`config.mk`:
```
export PLATFORM = sky130hd
export DESIGN_NAME = srx_ctrl
export DESIGN_NICKNAME = d
export VERILOG_FILES = /design/src/sv/srx_pkg.sv /design/src/sv/srx_ctrl.sv
export SDC_FILE = /design/constraint.sdc
export NUM_CORES = 1
export LEC_CHECK = 0
export ABC_AREA = 1
export ABC_CLOCK_PERIOD_IN_PS = 2680
export BUFFER_PORTS_ARGS = -buffer_cell sky130_fd_sc_hd__buf_4
export CAP_MARGIN = 0
export CORE_MARGIN = 10
export CORE_UTILIZATION = 45
export CTS_BUF_LIST = sky130_fd_sc_hd__clkbuf_4 sky130_fd_sc_hd__clkbuf_8
export CTS_CLUSTER_SIZE = 10
export DETAILED_ROUTE_END_ITERATION = 16
export PLACE_DENSITY_LB_ADDON = 0.12
export SLEW_MARGIN = 20
export SYNTH_ARGS = -nofsm -noshare
export SYNTH_HDL_FRONTEND = slang
export SYNTH_SLANG_ARGS = --single-unit
```
`constraint.sdc`:
```
create_clock -name aclk -period 2.68 [get_ports aclk]
set_input_delay 0.268 -clock aclk [delete_from_list [all_inputs] [get_ports aclk]]
set_output_delay 0.268 -clock aclk [all_outputs]
set_load 0.05 [all_outputs]
```
`src/sv/srx_pkg.sv`:
```
// srx_pkg: shared codes and the status record of the stx/etx message receiver
`timescale 1ns / 1ps

package srx_pkg;

    // item kinds on the input tuser
    localparam logic [1:0] KIND_BYTE    = 2'd0;
    localparam logic [1:0] KIND_READ    = 2'd1;
    localparam logic [1:0] KIND_RELEASE = 2'd2;

    // framing bytes
    localparam logic [7:0] CODE_STX = 8'h02;
    localparam logic [7:0] CODE_ETX = 8'h03;

    // packed widths of the stream payloads
    localparam int S_TDATA_W = 16;
    localparam int S_TUSER_W = 2;
    localparam int M_TDATA_W = 24;

    // per-item status handed from the control stage to the read stage
    typedef struct packed {
        logic [7:0] oldest_length;
        logic [1:0] messages_stored;
        logic       frame_committed;
        logic       full_fault;
        logic       line_too_long;
        logic       rd_hit;
    } status_t;

endpackage

```
`src/sv/srx_ctrl.sv`:
```
// srx_ctrl: line collection, slot ring bookkeeping and memory addressing per item
`timescale 1ns / 1ps

module srx_ctrl #(
    parameter int SLOTS      = 4,
    parameter int SLOT_BYTES = 256
) (
    input  logic                                aclk,
    input  logic                                aresetn,
    input  logic                                accept,
    input  logic [1:0]                          kind,
    input  logic [7:0]                          rx_byte,
    input  logic [7:0]                          read_offset,
    output logic                                mem_wr_en,
    output logic [$clog2(SLOTS*SLOT_BYTES)-1:0] mem_wr_addr,
    output logic [7:0]                          mem_wr_data,
    output logic                                mem_rd_en,
    output logic [$clog2(SLOTS*SLOT_BYTES)-1:0] mem_rd_addr,
    output srx_pkg::status_t                    status
);

    localparam int SW    = $clog2(SLOTS);
    localparam int LW    = $clog2(SLOT_BYTES);
    localparam int CW    = (LW > 8) ? LW : 8;
    localparam int AW    = $clog2(SLOTS * SLOT_BYTES);

    logic [SW-1:0] wr_slot_reg, wr_slot_next;
    logic [SW-1:0] rd_slot_reg, rd_slot_next;
    logic [SW-1:0] count_reg, count_next;
    logic [LW-1:0] line_len_reg, line_len_next;
    logic [LW-1:0] head_len_reg, head_len_next;
    logic          fault_reg, fault_next;
    logic          too_long_reg, too_long_next;
    logic [LW-1:0] slot_len_reg [SLOTS];

    logic [SW-1:0] wr_slot_inc;
    logic [SW-1:0] rd_slot_inc;
    logic [LW-1:0] byte_idx;
    logic          byte_wr;
    logic          slot_we;
    logic          committed;
    logic          rd_hit;

    // ring pointer increments with wrap at SLOTS
    assign wr_slot_inc = (wr_slot_reg == SW'(SLOTS - 1)) ? '0 : wr_slot_reg + SW'(1);
    assign rd_slot_inc = (rd_slot_reg == SW'(SLOTS - 1)) ? '0 : rd_slot_reg + SW'(1);

    // next state for the item at the input
    always_comb begin
        wr_slot_next  = wr_slot_reg;
        rd_slot_next  = rd_slot_reg;
        count_next    = count_reg;
        line_len_next = line_len_reg;
        head_len_next = head_len_reg;
        fault_next    = fault_reg;
        too_long_next = too_long_reg;
        byte_idx      = line_len_reg;
        byte_wr       = 1'b0;
        slot_we       = 1'b0;
        committed     = 1'b0;
        case (kind)
            srx_pkg::KIND_BYTE: begin
                if (rx_byte == srx_pkg::CODE_STX) begin
                    line_len_next = '0;
                end else if (rx_byte == srx_pkg::CODE_ETX) begin
                    if (count_reg >= SW'(SLOTS - 1)) begin
                        fault_next = 1'b1;
                    end else begin
                        slot_we      = 1'b1;
                        committed    = 1'b1;
                        wr_slot_next = wr_slot_inc;
                        count_next   = count_reg + SW'(1);
                        if (count_reg == '0) begin
                            head_len_next = line_len_reg;
                        end
                    end
                    line_len_next = '0;
                end else begin
                    byte_wr = 1'b1;
                    if (line_len_reg >= LW'(SLOT_BYTES - 1)) begin
                        // line overflow: restart it with this byte
                        too_long_next = 1'b1;
                        byte_idx      = '0;
                        line_len_next = LW'(1);
                    end else begin
                        line_len_next = line_len_reg + LW'(1);
                    end
                end
            end
            srx_pkg::KIND_RELEASE: begin
                if (count_reg != '0) begin
                    count_next   = count_reg - SW'(1);
                    rd_slot_next = rd_slot_inc;
                    if (count_reg == SW'(1)) begin
                        head_len_next = '0;
                    end else begin
                        head_len_next = slot_len_reg[rd_slot_inc];
                    end
                end
            end
            default: begin
                // reads and unused kinds leave the state alone
            end
        endcase
    end

    // read hits only bytes below the oldest message length
    assign rd_hit = (kind == srx_pkg::KIND_READ) && (count_reg != '0)
                    && (CW'(read_offset) < CW'(head_len_reg));

    // memory addressing
    assign mem_wr_en   = accept && byte_wr;
    assign mem_wr_addr = AW'(wr_slot_reg) * AW'(SLOT_BYTES) + AW'(byte_idx);
    assign mem_wr_data = rx_byte;
    assign mem_rd_en   = accept && rd_hit;
    assign mem_rd_addr = AW'(rd_slot_reg) * AW'(SLOT_BYTES) + AW'(read_offset);

    // status after this item
    always_comb begin
        status.oldest_length   = 8'(head_len_next);
        status.messages_stored = 2'(count_next);
        status.frame_committed = committed;
        status.full_fault      = fault_next;
        status.line_too_long   = too_long_next;
        status.rd_hit          = rd_hit;
    end

    // state registers
    always_ff @(posedge aclk) begin
        if (!aresetn) begin
            wr_slot_reg  <= '0;
            rd_slot_reg  <= '0;
            count_reg    <= '0;
            line_len_reg <= '0;
            head_len_reg <= '0;
            fault_reg    <= 1'b0;
            too_long_reg <= 1'b0;
            for (int i = 0; i < SLOTS; i++) begin
                slot_len_reg[i] <= '0;
            end
        end else if (accept) begin
            wr_slot_reg  <= wr_slot_next;
            rd_slot_reg  <= rd_slot_next;
            count_reg    <= count_next;
            line_len_reg <= line_len_next;
            head_len_reg <= head_len_next;
            fault_reg    <= fault_next;
            too_long_reg <= too_long_next;
            if (slot_we) begin
                slot_len_reg[wr_slot_reg] <= line_len_reg;
            end
        end
    end

endmodule

```
==> qor.yml <==
fp.dieH_um: 108.9
antenna_cells: 0
rsz0062_at_grt: "false"
clkSinkCount: 56
grt_pass1_vias: 3132
yosys_register_bits: 56
dr.pass1.iters: 5
synth_top_family_by_area: "simple AND/OR/NAND/NOR gates"
synth_compound_area_frac: 0.07838
syn_inst: 493
hp-class: "in -> reg"
hold_viol: 0
fp.dieW_um: 108.9
fmax_ghz: 0.4256
drc: 0
ys_async_sr_fraction: 0
post-route-period-util: 0.8767
synthFlopType: "edfxtp_1"
cts_buffers: 5
drt.antenna.violating_nets: 0
wl_mm: 9.451
fill_cells: 797
grt_max_degree: 22
synthAdderAreaFrac: 0.03515
yosysWarnings: 0
end_kind: "output port"
postSynthAreaPerCell_um2: 7.220
grt_usage: 0.1651
cts_root_buffer: "clkbuf_8"
critPathRequiredTime_ps: 2410
ir_worst_vdd_mv: 0.2354
p_leak_uw: 0.001973
initial_utilization: 0.4607
critical_path_arrival_ps: 2080
io_pins: 65
slew_headroom: 0.7085
status: "complete, no violations"
io_buffers: 64
syn-cell-area_mm2: 0.003560
layout_commonest_cell: "nand2_1"
coreArea_mm2: 0.007727
cts.clk_slew.worst_paths_ps: 110
drv_slew: 0
ys_seq_area_frac: 0.4049
postCtsResizedCells: 0
vias_per_cell: 4.915
synth_edf_count: 32
holdWs_ps: 262.6
startpoint_type: "flip-flop"
largest_reg_flops: 32
drive_gt1_frac: 0.1847
area_growth_pct: 14.59
grt_pass1_wl_mm: 15.66
syn_nets: 524
finalSetupTns_ps: 0
cts_setup_buffers: 0
vias: 3136
insertion_delay_ps: 310
yosys-mux-area-fraction: 0
grt-ovfl-total: 0
die_area_mm2: 0.01187
cts_tree: "built"
setup_violations: 0
routabilityCongestion: 0.8668
cellPowerDensity_mw_per_mm2: 451.4
fin_nets: 566
drtIter0Drc: 239
post_drt_wl_per_cell_um: 14.81
cp_max_fo: 11
final_cell_mix: "nand2_1, inv_1, buf_4, nor2_1, nand3_1"
worstSetupPathType: "reg -> out"
cts_buffer_depth: 2
yosys.area_share.simple: 0.3413
place.detailed.hpwl_mm: 7.354
htreeDepth: 2
synth.distinct_cells: 30
post-route-min-period_ps: 2350
grt_antenna_before_repair: 0
rows: 32
cts_hold_buffers: 0
synth_xor_area_frac: 0
fin_skew_ps: 10.74
drv_cap: 0
tightest_slew_ps: 436.7
[layout make-up]
type	count	area, um^2	area share
Timing Repair Buffer	68	510.5	0.1252
Multi-Input combinational cell	330	1619	0.3969
Inverter	74	277.8	0.06810
Sequential cell	56	1441	0.3534
Clock buffer	5	68.82	0.01687
Tap cell	102	127.6	0.03129
Clock inverter	3	33.78	0.008282
[through the flow]
stage | setup slack [ps] | cells | util | power, uW | instance area, um^2
2_1_floorplan | 502.6 | 493 | - | 1250 | 3560
3_3_place_gp | 627.2 | 630 | 0.5146 | 1354 | 3976
3_5_place_dp | 559.3 | 630 | 0.5146 | 1358 | 3976
4_1_cts | 308.5 | 638 | 0.5279 | 1863 | 4079
5_1_grt | 119.1 | 638 | 0.5279 | 1933 | 4079
6_report | 330.4 | 638 | 0.5279 | 1841 | 4079
[critical path, cell delays in order (launching register included)]
cell and delay [ps]:
dfxtp_1 340, ha_1 500, inv_1 200, nand3_1 140, nand3_1 100, nand2_1 70, inv_1 40, nand2_1 50
nand2_1 70, inv_1 70, buf_4 190
[synth_stat cells, types with 4 or more instances]
| cell type | number | share of area |
|---|---|---|
| o21ai_0 | 26 | 0.037 |
| nand4_1 | 6 | 0.011 |
| nand2_1 | 132 | 0.14 |
| nor2_2 | 5 | 0.0088 |
| nor2_1 | 61 | 0.064 |
| clkbuf_1 | 5 | 0.0053 |
| dfxtp_1 | 24 | 0.13 |
| a21oi_1 | 21 | 0.030 |
| buf_4 | 25 | 0.053 |
| inv_2 | 4 | 0.0042 |
| inv_1 | 70 | 0.074 |
| nor3_1 | 6 | 0.0084 |
| ha_1 | 10 | 0.035 |
| edfxtp_1 | 32 | 0.27 |
| nand3_1 | 43 | 0.060 |
[kinds of logic (layout without fill, tap and decap cells)]
family,count (synthesis),after routing
compound gates,53,53
buf+inv,107,150
simple gates,267,267
flops,56,56
fa+ha+maj,10,10
[report_power, final]
part           internal [uW]  switching [uW]
clock network            198             308
registers                935            18.0
logic                    118             264
total                   1250             590
[worst paths after layout]
check	slack, ps	startpoint	endpoint	cells after the start
setup / recovery	330	rd_slot_reg[1]	status[9]	10
hold / removal	260	accept	head_len_reg[3]	2
setup reg to reg	940	count_reg[1]	slot_len_reg[2][1]	5
hold reg to reg	490	too_long_reg	too_long_reg	2
[per-layer routing]
layer,part of all wire,up-vias,track usage
li1,-,1642,-
met1,0.44,1416,0.2109
met2,0.51,74,0.2853
met3,0.052,4,0.02950
met4,0.0057,0,0.03202
met5,0,-,0
Power figures use the tool's default switching activity.
