<file path="config.mk">
export PLATFORM = sky130hd
export DESIGN_NAME = srx_out
export DESIGN_NICKNAME = d
export VERILOG_FILES = /design/src/sv/srx_pkg.sv /design/src/sv/srx_out.sv
export SDC_FILE = /design/constraint.sdc
export NUM_CORES = 1
export LEC_CHECK = 0
export BUFFER_PORTS_ARGS = -buffer_cell sky130_fd_sc_hd__buf_2
export CORE_MARGIN = 8
export CORE_UTILIZATION = 45
export DETAILED_ROUTE_END_ITERATION = 8
export PLACE_DENSITY = 0.84
export SYNTH_ARGS = -nofsm -noshare
export SYNTH_HDL_FRONTEND = slang
export SYNTH_SLANG_ARGS = --single-unit
</file>
<file path="constraint.sdc">
create_clock -name aclk -period 2.3 [get_ports aclk]
set_clock_uncertainty 0.15 [all_clocks]
set_input_delay 0.115 -clock aclk [delete_from_list [all_inputs] [get_ports aclk]]
set_output_delay 0.115 -clock aclk [all_outputs]
set_load 0.01 [all_outputs]
</file>
<file path="src/sv/srx_pkg.sv">
// srx_pkg: shared codes and the status record of the stx/etx message receiver
`timescale 1ns / 1ps

package srx_pkg;

    // item kinds on the input tuser
    localparam logic [1:0] KIND_BYTE    = 2'd0;
    localparam logic [1:0] KIND_READ    = 2'd1;
    localparam logic [1:0] KIND_RELEASE = 2'd2;

    // framing bytes
    localparam logic [7:0] CODE_STX = 8'h02;
    localparam logic [7:0] CODE_ETX = 8'h03;

    // packed widths of the stream payloads
    localparam int S_TDATA_W = 16;
    localparam int S_TUSER_W = 2;
    localparam int M_TDATA_W = 24;

    // per-item status handed from the control stage to the read stage
    typedef struct packed {
        logic [7:0] oldest_length;
        logic [1:0] messages_stored;
        logic       frame_committed;
        logic       full_fault;
        logic       line_too_long;
        logic       rd_hit;
    } status_t;

endpackage

</file>
<file path="src/sv/srx_out.sv">
// srx_out: memory read stage and result register with stream handshake
`timescale 1ns / 1ps

module srx_out (
    input  logic                            aclk,
    input  logic                            aresetn,
    input  logic                            in_accept,
    input  srx_pkg::status_t                status,
    input  logic [7:0]                      rd_data,
    output logic                            in_ready,
    output logic                            m_tvalid,
    input  logic                            m_tready,
    output logic [srx_pkg::M_TDATA_W-1:0]   m_tdata
);

    logic                          mid_valid_reg;
    srx_pkg::status_t              mid_status_reg;
    logic                          out_valid_reg;
    logic [srx_pkg::M_TDATA_W-1:0] out_data_reg;
    logic                          mid_adv;
    logic [7:0]                    read_byte;

    // the read stage moves on whenever the result register is free or draining
    assign mid_adv  = mid_valid_reg && (!out_valid_reg || m_tready);
    assign in_ready = !mid_valid_reg || mid_adv;

    assign read_byte = mid_status_reg.rd_hit ? rd_data : 8'd0;

    // read stage and result register
    always_ff @(posedge aclk) begin
        if (!aresetn) begin
            mid_valid_reg <= 1'b0;
            out_valid_reg <= 1'b0;
        end else begin
            if (in_accept) begin
                mid_valid_reg <= 1'b1;
            end else if (mid_adv) begin
                mid_valid_reg <= 1'b0;
            end
            if (mid_adv) begin
                out_valid_reg <= 1'b1;
            end else if (m_tready) begin
                out_valid_reg <= 1'b0;
            end
        end
        if (in_accept) begin
            mid_status_reg <= status;
        end
        if (mid_adv) begin
            out_data_reg <= {3'b000,
                             mid_status_reg.line_too_long,
                             mid_status_reg.full_fault,
                             mid_status_reg.frame_committed,
                             mid_status_reg.messages_stored,
                             mid_status_reg.oldest_length,
                             read_byte};
        end
    end

    assign m_tvalid = out_valid_reg;
    assign m_tdata  = out_data_reg;

endmodule

</file>
==> flow_metrics.tcl, run 1 <==
set metrics [dict create \
    critPathLaunchType "input port" \
    cts_htree_levels 2 \
    cts_buffers 5 \
    track_usage_pct 13.2 \
    finalSetupTns_ns 0 \
    ff2ff_setup_slack_ns 0.85 \
    outcome "complete, no violations" \
    hold_viol_final 0 \
    post_dp_cell_area_um2 1480 \
    insertion_delay_ns 0.33 \
    worstSetupEndpointType "register" \
    cts_hold_buf 25 \
    vdd_ir_drop_max_mv 0.715 \
    die_area_um2 4600 \
    syn_area_per_cell_um2 22.0 \
    place_ws_ns 0.950 \
    stdcell_area_um2 1830 \
    met1_usage_pct 12.3 \
    cts_setup_buffers 0 \
    layout_min_cycle_time_ns 1.50 \
    cp_max_fo 4 \
    coreArea_um2 2520 \
    cp_data_required_time_ns 2.43 \
    postCtsResizedCells 0 \
    max_cap_violations 0 \
    grt_pass1_vias 865 \
    setup_viol 0 \
    fillers 160 \
    async_flop_share_pct 0 \
    drc_errors 0 \
    die_w_um 67.8 \
    num_io_pins 52 \
    port_buffers 48 \
    finalMaxSlewViolations 0 \
    cts_root_buf "clkbuf_4" \
    fp.dieH_um 67.8 \
    cts_tree "done" \
    grt.busiest_layer "met2" \
    routed_wirelength_mm 2.82 \
    synth-seq-area-share_pct 90.3 \
    area_growth_pct 51.8 \
    grt_pass1_wl_mm 4.26 \
    synthCells 55 \
    max_clock_freq_mhz 668 \
    critPathBufInv 3 \
    yosys-top-cells-area "edfxtp_1, and2_1, dfxtp_1" \
    ctsLongestPathBuffers 2 \
    synth.most_common_cell "edfxtp_1" \
    num_vias 756 \
    diodes 0 \
    routabilityCongestion 0.698 \
    cts_num_sinks 37 \
    synth_commonest_cells "edfxtp_1, and2_1, buf_4, dfxtp_1" \
    synth_area_leader_cell "edfxtp_1" \
    synth.distinct_cells 10 \
    crit_chain "dlygate4sd3_1 > buf_2 > nor2b_2 > o21a_1 > dlygate4sd3_1" \
    row_count 18 \
    synth.ff_latch_count 37 \
    worstSetupPathType "input port to register" \
    crit_arrival_ns 1.63 \
    dr.pass1.iters 4 \
    gr-usage-met2_pct 24.5 \
    drt_iter0_markers 12 \
    min_path_type "input port to register" \
    power_leakage_nw 0.753 \
    cp_top_family "buffers and inverters" \
    synth_edf_count 35 \
    setup_slack_ns 0.804 \
    wl_per_cell_um 17.0 \
    fin_hold_ws_ns 0.0464 \
    largest_reg_flops 21 \
    synth-main-ff-cell "edfxtp_1" \
    grt-ovfl-total 0 \
    final_antenna_net_count 0 \
    antenna_found_initial 0 \
    min_period_over_period_pct 65.0 \
    crit_path_top_delay_cell "dlygate4sd3_1" \
    mappedNetlistArea_um2 1210 \
    finalPower_mw 1.46 \
    start_util_pct 47.9 \
    yosysWarnings 0 \
    cts.clk_slew.worst_paths_ns 0.11 \
    slowest_delay_ns 0.54 \
    grt_max_degree 22 \
    rsz0062_at_grt "false" \
    yosysTopAreaCellShare_pct 87.0 \
    drive_gt1_share_pct 43.4 \
    avgViaCountPerCell 4.55 \
    cpMostUsedCell "dlygate4sd3_1" \
    nets 161 \
    power_density_nw_per_um2 794 \
    grt.met3_usage_pct 4.74 \
]
[per-layer routing]
| layer | vias to the layer above | part of all wire (%) |
|---|---|---|
| li1 | 360 | - |
| met1 | 353 | 34 |
| met2 | 36 | 55 |
| met3 | 7 | 8.0 |
| met4 | 0 | 2.6 |
| met5 | - | 0 |
[worst reg2reg max path, cell delays in order (launching register included)]
cell and delay [ns]:
dfxtp_1 0.33, nor2b_2 0.17, o21a_1 0.16, dlygate4sd3_1 0.54
[power breakdown]
group	internal [mW]	switching [mW]	total, mW
Sequential	0.787	0.0140	0.801
Combinational	0.0640	0.0509	0.115
Clock	0.336	0.205	0.541
Total	1.19	0.270	1.46
[layout make-up]
type / count / area (um^2) / area share (%)
clock buffer: 5 / 37.5 / 2.05
clock inverter: 3 / 65.1 / 3.55
multi-input combinational: 17 / 105 / 5.73
sequential: 37 / 1090 / 59.5
tap: 30 / 37.5 / 2.05
timing repair buffer: 74 / 498 / 27.1
[stage by stage]
step	instances	utilization [%]
2_1_floorplan	57	-
3_3_place_gp	133	58.7
3_5_place_dp	133	58.7
4_1_cts	166	72.7
5_1_grt	166	72.7
6_report	166	72.7
[worst paths after layout]
| kind | cells after the start | endpoint | startpoint |
|---|---|---|---|
| hold / removal | 1 | mid_status_reg[6] | in_accept |
| setup reg to reg | 3 | m_tvalid | m_tvalid |
| setup / recovery | 5 | m_tvalid | m_tready |
| hold reg to reg | 0 | m_tdata[17] | mid_status_reg[5] |
[cells by family after synthesis]
group,Yosys count,synth area share (%)
flops,37,90.3
simple gates,12,6.21
buf+inv,3,1.86
compound gates,2,1.35
other cells,1,0.310
[cell usage in the layout, fill, tap and decap left out, drive strengths merged]
master	count
and2	9
a22o	1
nand2	1
nor2b	2
clkinv	1
o21a	1
buf	49
dfxtp	2
clkbuf	5
conb	3
bufinv	2
edfxtp	35
dlygate4sd3	25
Power figures use the tool's default switching activity.
==> run 2: changes to the inputs <==
- CORE_UTILIZATION: 45 -> 41
- PLACE_DENSITY: 0.84 -> 0.81
- clock period: 2.3 -> 1.27 ns (I/O delays scaled with it)
==> run 2 against run 1 <==
The run now ends with negative hold slack left. Largest cell class unchanged. Wire length down 11%. Critical path type is now register to output port. Via count shrank 2.2%. Sequential power increased by 81%.
==> flow_metrics.tcl, run 2 (same netlist as run 1, synthesis figures left out) <==
set metrics [dict create \
    largest_reg_flops 21 \
    fin_hold_ws_ns -0.0388 \
    power_density_nw_per_um2 1230 \
    p_switching_uw 477 \
    setup_viol 0 \
    grt_pass1_vias 823 \
    cts_root_buf "clkbuf_4" \
    rr_worst_depth 3 \
    routed_wirelength_mm 2.51 \
    cts_num_sinks 37 \
    whs_endpoint "mid_valid_reg" \
    cts_tree "done" \
    final_antenna_net_count 0 \
    area_growth_pct 49.7 \
    finalMaxSlewViolations 0 \
    vdd_ir_drop_max_mv 0.917 \
    max_cap_violations 0 \
    rsz0062_at_grt "true" \
    power_leakage_nw 0.738 \
    combPwrFrac_pct 9.6 \
    seq_power_share_pct 64.8 \
    port_buffers 48 \
    cp_data_required_time_ns 1.06 \
    worstSetupEndpointType "output port" \
    multi_input_area_um2 115 \
    regToRegStartpoint "m_tvalid" \
    routabilityCongestion 0.613 \
    drt_iter0_markers 19 \
    coreArea_um2 2780 \
    critPathLaunchType "register" \
    start_util_pct 43.5 \
    dr.pass1.iters 4 \
    min_period_over_period_pct 99.9 \
    final_common_cell "buf_2" \
    fin_util_pct 65.0 \
    seq_area_um2 1090 \
    finalSetupTns_ns 0 \
    p_int_mw 1.76 \
    num_vias 739 \
    grt_max_degree 22 \
    track_usage_pct 10.7 \
    worstHoldStart "m_tready" \
    grt_pass1_wl_mm 3.98 \
    fp.dieH_um 70.3 \
    hold_viol_final 1 \
    ctsLongestPathBuffers 2 \
    ff2ff_setup_slack_ns 0.07 \
    antenna_found_initial 0 \
    num_io_pins 52 \
    grt-ovfl-total 0 \
    hpwl_mm 1.67 \
    swShare_pct 21.4 \
    final_cell_mix "buf_2, edfxtp_1, dlygate4sd3_1" \
    worstSetupPathType "register to output port" \
    max_clock_freq_mhz 788 \
    outcome "finished with violations" \
    hold_path_depth 3 \
    cts.clk_slew.worst_paths_ns 0.09 \
    avgViaCountPerCell 4.43 \
    drive_gt1_share_pct 44.1 \
    fillers 194 \
    min_path_type "input port to register" \
    cts_htree_levels 2 \
    row_count 19 \
    cts_hold_buf 24 \
    wl_per_cell_um 15.0 \
    layout_min_cycle_time_ns 1.27 \
    violations "negative hold slack" \
    die_area_um2 4940 \
    crit_arrival_ns 1.06 \
    insertion_delay_ns 0.33 \
    diodes 0 \
    p_clk_share_pct 25.6 \
    r2r_end "m_tdata[6]" \
    cp_max_fo 4 \
    cts_buffers 5 \
    postCtsResizedCells 0 \
    nets 161 \
    die_w_um 70.3 \
    drc_errors 0 \
]
-- run 2: cell types whose count changed in the layout (fill, tap and decap cells not counted) --
cell and change:
dlygate4sd3_1 -1, buf_12 +1, clkinv_1 +1, nor2b_2 -2, nor2b_4 +2, bufinv_16 -2
dfxtp_2 +1, dfxtp_1 -1, clkinv_4 +1
-- run 2: how the worst max path moves through the flow --
stage / startpoint / slack (ns) / depth (start not counted) / to
floorplan: m_tvalid / -0.07 / 2 / m_tdata[0]
global placement: m_tvalid / 0.11 / 3 / m_tdata[9]
detailed placement: m_tvalid / 0.08 / 3 / m_tdata[12]
CTS: m_tvalid / -0.02 / 3 / in_ready
global route: m_tvalid / -0.07 / 3 / in_ready
finish: m_tvalid / 0.001 / 3 / in_ready
-- run 2: routing by layer --
metal,wire [um],vias to the layer above,track usage (%)
li1,-,357,-
met1,738,344,7.83
met2,1510,31,20.9
met3,205,7,5.37
met4,56,0,6.03
met5,0,-,0
-- run 2: repair_timing --
action,CTS,global route
endpoints found under the setup margin,1,1
gates cloned,0,0
buffers inserted,1,0
hold endpoints to repair,38,1
pin swaps,1,0
-- run 2: cell type report --
| type | count | area share (%) |
|---|---|---|
| Tap cell | 31 | 2.14 |
| Clock inverter | 3 | 0.968 |
| Clock buffer | 5 | 2.07 |
| Multi-Input combinational cell | 17 | 6.36 |
| Sequential cell | 37 | 60.4 |
| Timing Repair Buffer | 74 | 28.1 |
-- run 2: through the flow --
step	cells	area, um^2	total power [mW]	hold slack [ns]	worst slack [ns]
6_report	167	1810	2.23	-0.0388	0.00136
5_1_grt	167	1810	2.34	-0.0520	-0.0723
4_1_cts	167	1810	2.26	-0.0548	-0.0196
3_5_place_dp	134	1510	1.63	0.0926	0.0786
3_3_place_gp	134	1510	1.62	0.0893	0.107
2_1_floorplan	57	1230	1.53	0.0124	-0.0691
-- run 2: worst max-delay path, stage by stage (launching register included) --
cell and delay, ns:
dfxtp_2 0.34, nor2b_4 0.19, nand2_1 0.07, buf_2 0.14
-- run 2: power by group through the flow --
stage	combinational [mW]	clock (mW)	sequential, mW
3_5_place_dp	0.157	0	1.48
2_1_floorplan	0.0426	0	1.49
5_1_grt	0.232	0.657	1.45
4_1_cts	0.216	0.593	1.45
3_3_place_gp	0.150	0	1.47
6_report	0.214	0.573	1.45
==> run 3: changes to the inputs <==
- CORE_MARGIN: 8 -> 4
==> run 3 against run 2 <==
The run still ends with negative hold slack left. Global-route usage is 1.7 points higher. Critical path depth is the same. Clock power rose by 36%. Non-clock buffer count unchanged. Wire length down 13%. Critical endpoint unchanged.
==> flow_metrics.tcl, run 3 (same netlist as run 1, synthesis figures left out) <==
set metrics [dict create \
    crit_arrival_ns 1.05 \
    place_ws_ns 0.0833 \
    slowest_delay_ns 0.34 \
    drc_errors 0 \
    postCtsResizedCells 0 \
    min_period_over_period_pct 99.5 \
    drive_gt1_share_pct 44.1 \
    worstSetupEndpointType "output port" \
    crit_path_top_delay_cell "dfxtp_2" \
    cts_root_buf "clkbuf_4" \
    die_area_um2 3880 \
    worstHoldStart "m_tready" \
    layout_min_cycle_time_ns 1.26 \
    critPathBufInv 1 \
    outcome "finished with violations" \
    crit_chain "nor2b_4 > nand2_1 > buf_2" \
    finalSetupTns_ns 0 \
    avgViaCountPerCell 4.49 \
    grt_pass1_wl_mm 3.64 \
    final_antenna_net_count 0 \
    cts_htree_levels 2 \
    die_w_um 62.3 \
    max_clock_freq_mhz 791 \
    port_buffers 48 \
    min_path_type "input port to register" \
    ctsLongestPathBuffers 2 \
    area_growth_pct 51.7 \
    fillers 216 \
    rsz0062_at_grt "true" \
    setup_viol 0 \
    violations "negative hold slack" \
    coreArea_um2 2780 \
    vdd_ir_drop_max_mv 1.20 \
    cts.clk_slew.worst_paths_ns 0.10 \
    critPathLaunchType "register" \
    nets 161 \
    max_cap_violations 0 \
    largest_reg_flops 21 \
    antenna_found_initial 0 \
    cp_top_family "flip-flops" \
    power_leakage_nw 0.744 \
    fp.dieH_um 62.3 \
    final_cell_mix "buf_2, edfxtp_1, dlygate4sd3_1" \
    insertion_delay_ns 0.33 \
    finalMaxSlewViolations 0 \
    fin_hold_ws_ns -0.0523 \
    cp_max_fo 4 \
    grt_max_degree 22 \
    row_count 19 \
    wl_per_cell_um 13.1 \
    setup_slack_ns 0.00600 \
    routed_wirelength_mm 2.19 \
    num_vias 750 \
    critPathLaunch "m_tvalid" \
    dr.pass1.iters 3 \
    start_util_pct 43.5 \
    cts_tree "done" \
    track_usage_pct 12.5 \
    final_common_cell "buf_2" \
    power_density_nw_per_um2 1330 \
    fin_util_pct 65.9 \
    hold_viol_final 1 \
    cp_data_required_time_ns 1.06 \
    diodes 0 \
    num_io_pins 52 \
    worstSetupPathType "register to output port" \
    grt-ovfl-total 0 \
    routabilityCongestion 0.743 \
    drt_iter0_markers 10 \
    cts_num_sinks 37 \
    regToRegStartpoint "m_tvalid" \
    cts_hold_buf 24 \
    grt_pass1_vias 790 \
    cts_buffers 5 \
]
## run 3: per-layer routing
layer  vias up  wire (um)  track usage, %
met1       356        687            11.4
met3         5        208            6.85
li1        358          -               -
met5         -          0               0
met4         0         42            6.10
met2        31       1250            21.9
## run 3: per-stage QoR
stage / cell area (um^2) / std cells / power (mW)
after floorplan: 1230 / 57 / 1.53
after global placement: 1510 / 134 / 1.62
after detailed placement: 1510 / 134 / 1.63
after CTS: 1830 / 167 / 2.46
after global routing: 1830 / 167 / 2.53
final: 1830 / 167 / 2.43
## run 3: path summary, 6_finish.rpt
kind | endpoint | slack, ns | cells past startpoint
max reg2reg | m_tdata[18] | 0.07 | 3
min | mid_valid_reg | -0.05 | 3
min reg2reg | m_tdata[19] | 0.28 | 0
max | in_ready | 0.006 | 3
## run 3: report_power, final
part	total [mW]	internal, mW	switching (mW)
clock	0.777	0.408	0.370
combinational	0.210	0.122	0.0873
sequential	1.45	1.42	0.0219
total	2.43	1.95	0.479
## run 3: layout make-up
class | instances | area (um^2) | share of cell area, %
Clock inverter | 3 | 41.3 | 2.25
Multi-Input combinational cell | 17 | 115 | 6.28
Timing Repair Buffer | 74 | 508 | 27.7
Clock buffer | 5 | 37.5 | 2.05
Sequential cell | 37 | 1090 | 59.6
Tap cell | 31 | 38.8 | 2.12
## run 3: worst min-delay path, cell delays in order
cell,delay (ns)
buf_2,0.10
nor2b_4,0.05
a22o_1,0.18
## run 3: timing repair
item,CTS,global route
setup buffers,1,0
pin swaps,1,0
setup endpoints to repair,1,1
endpoints found under the hold margin,38,1
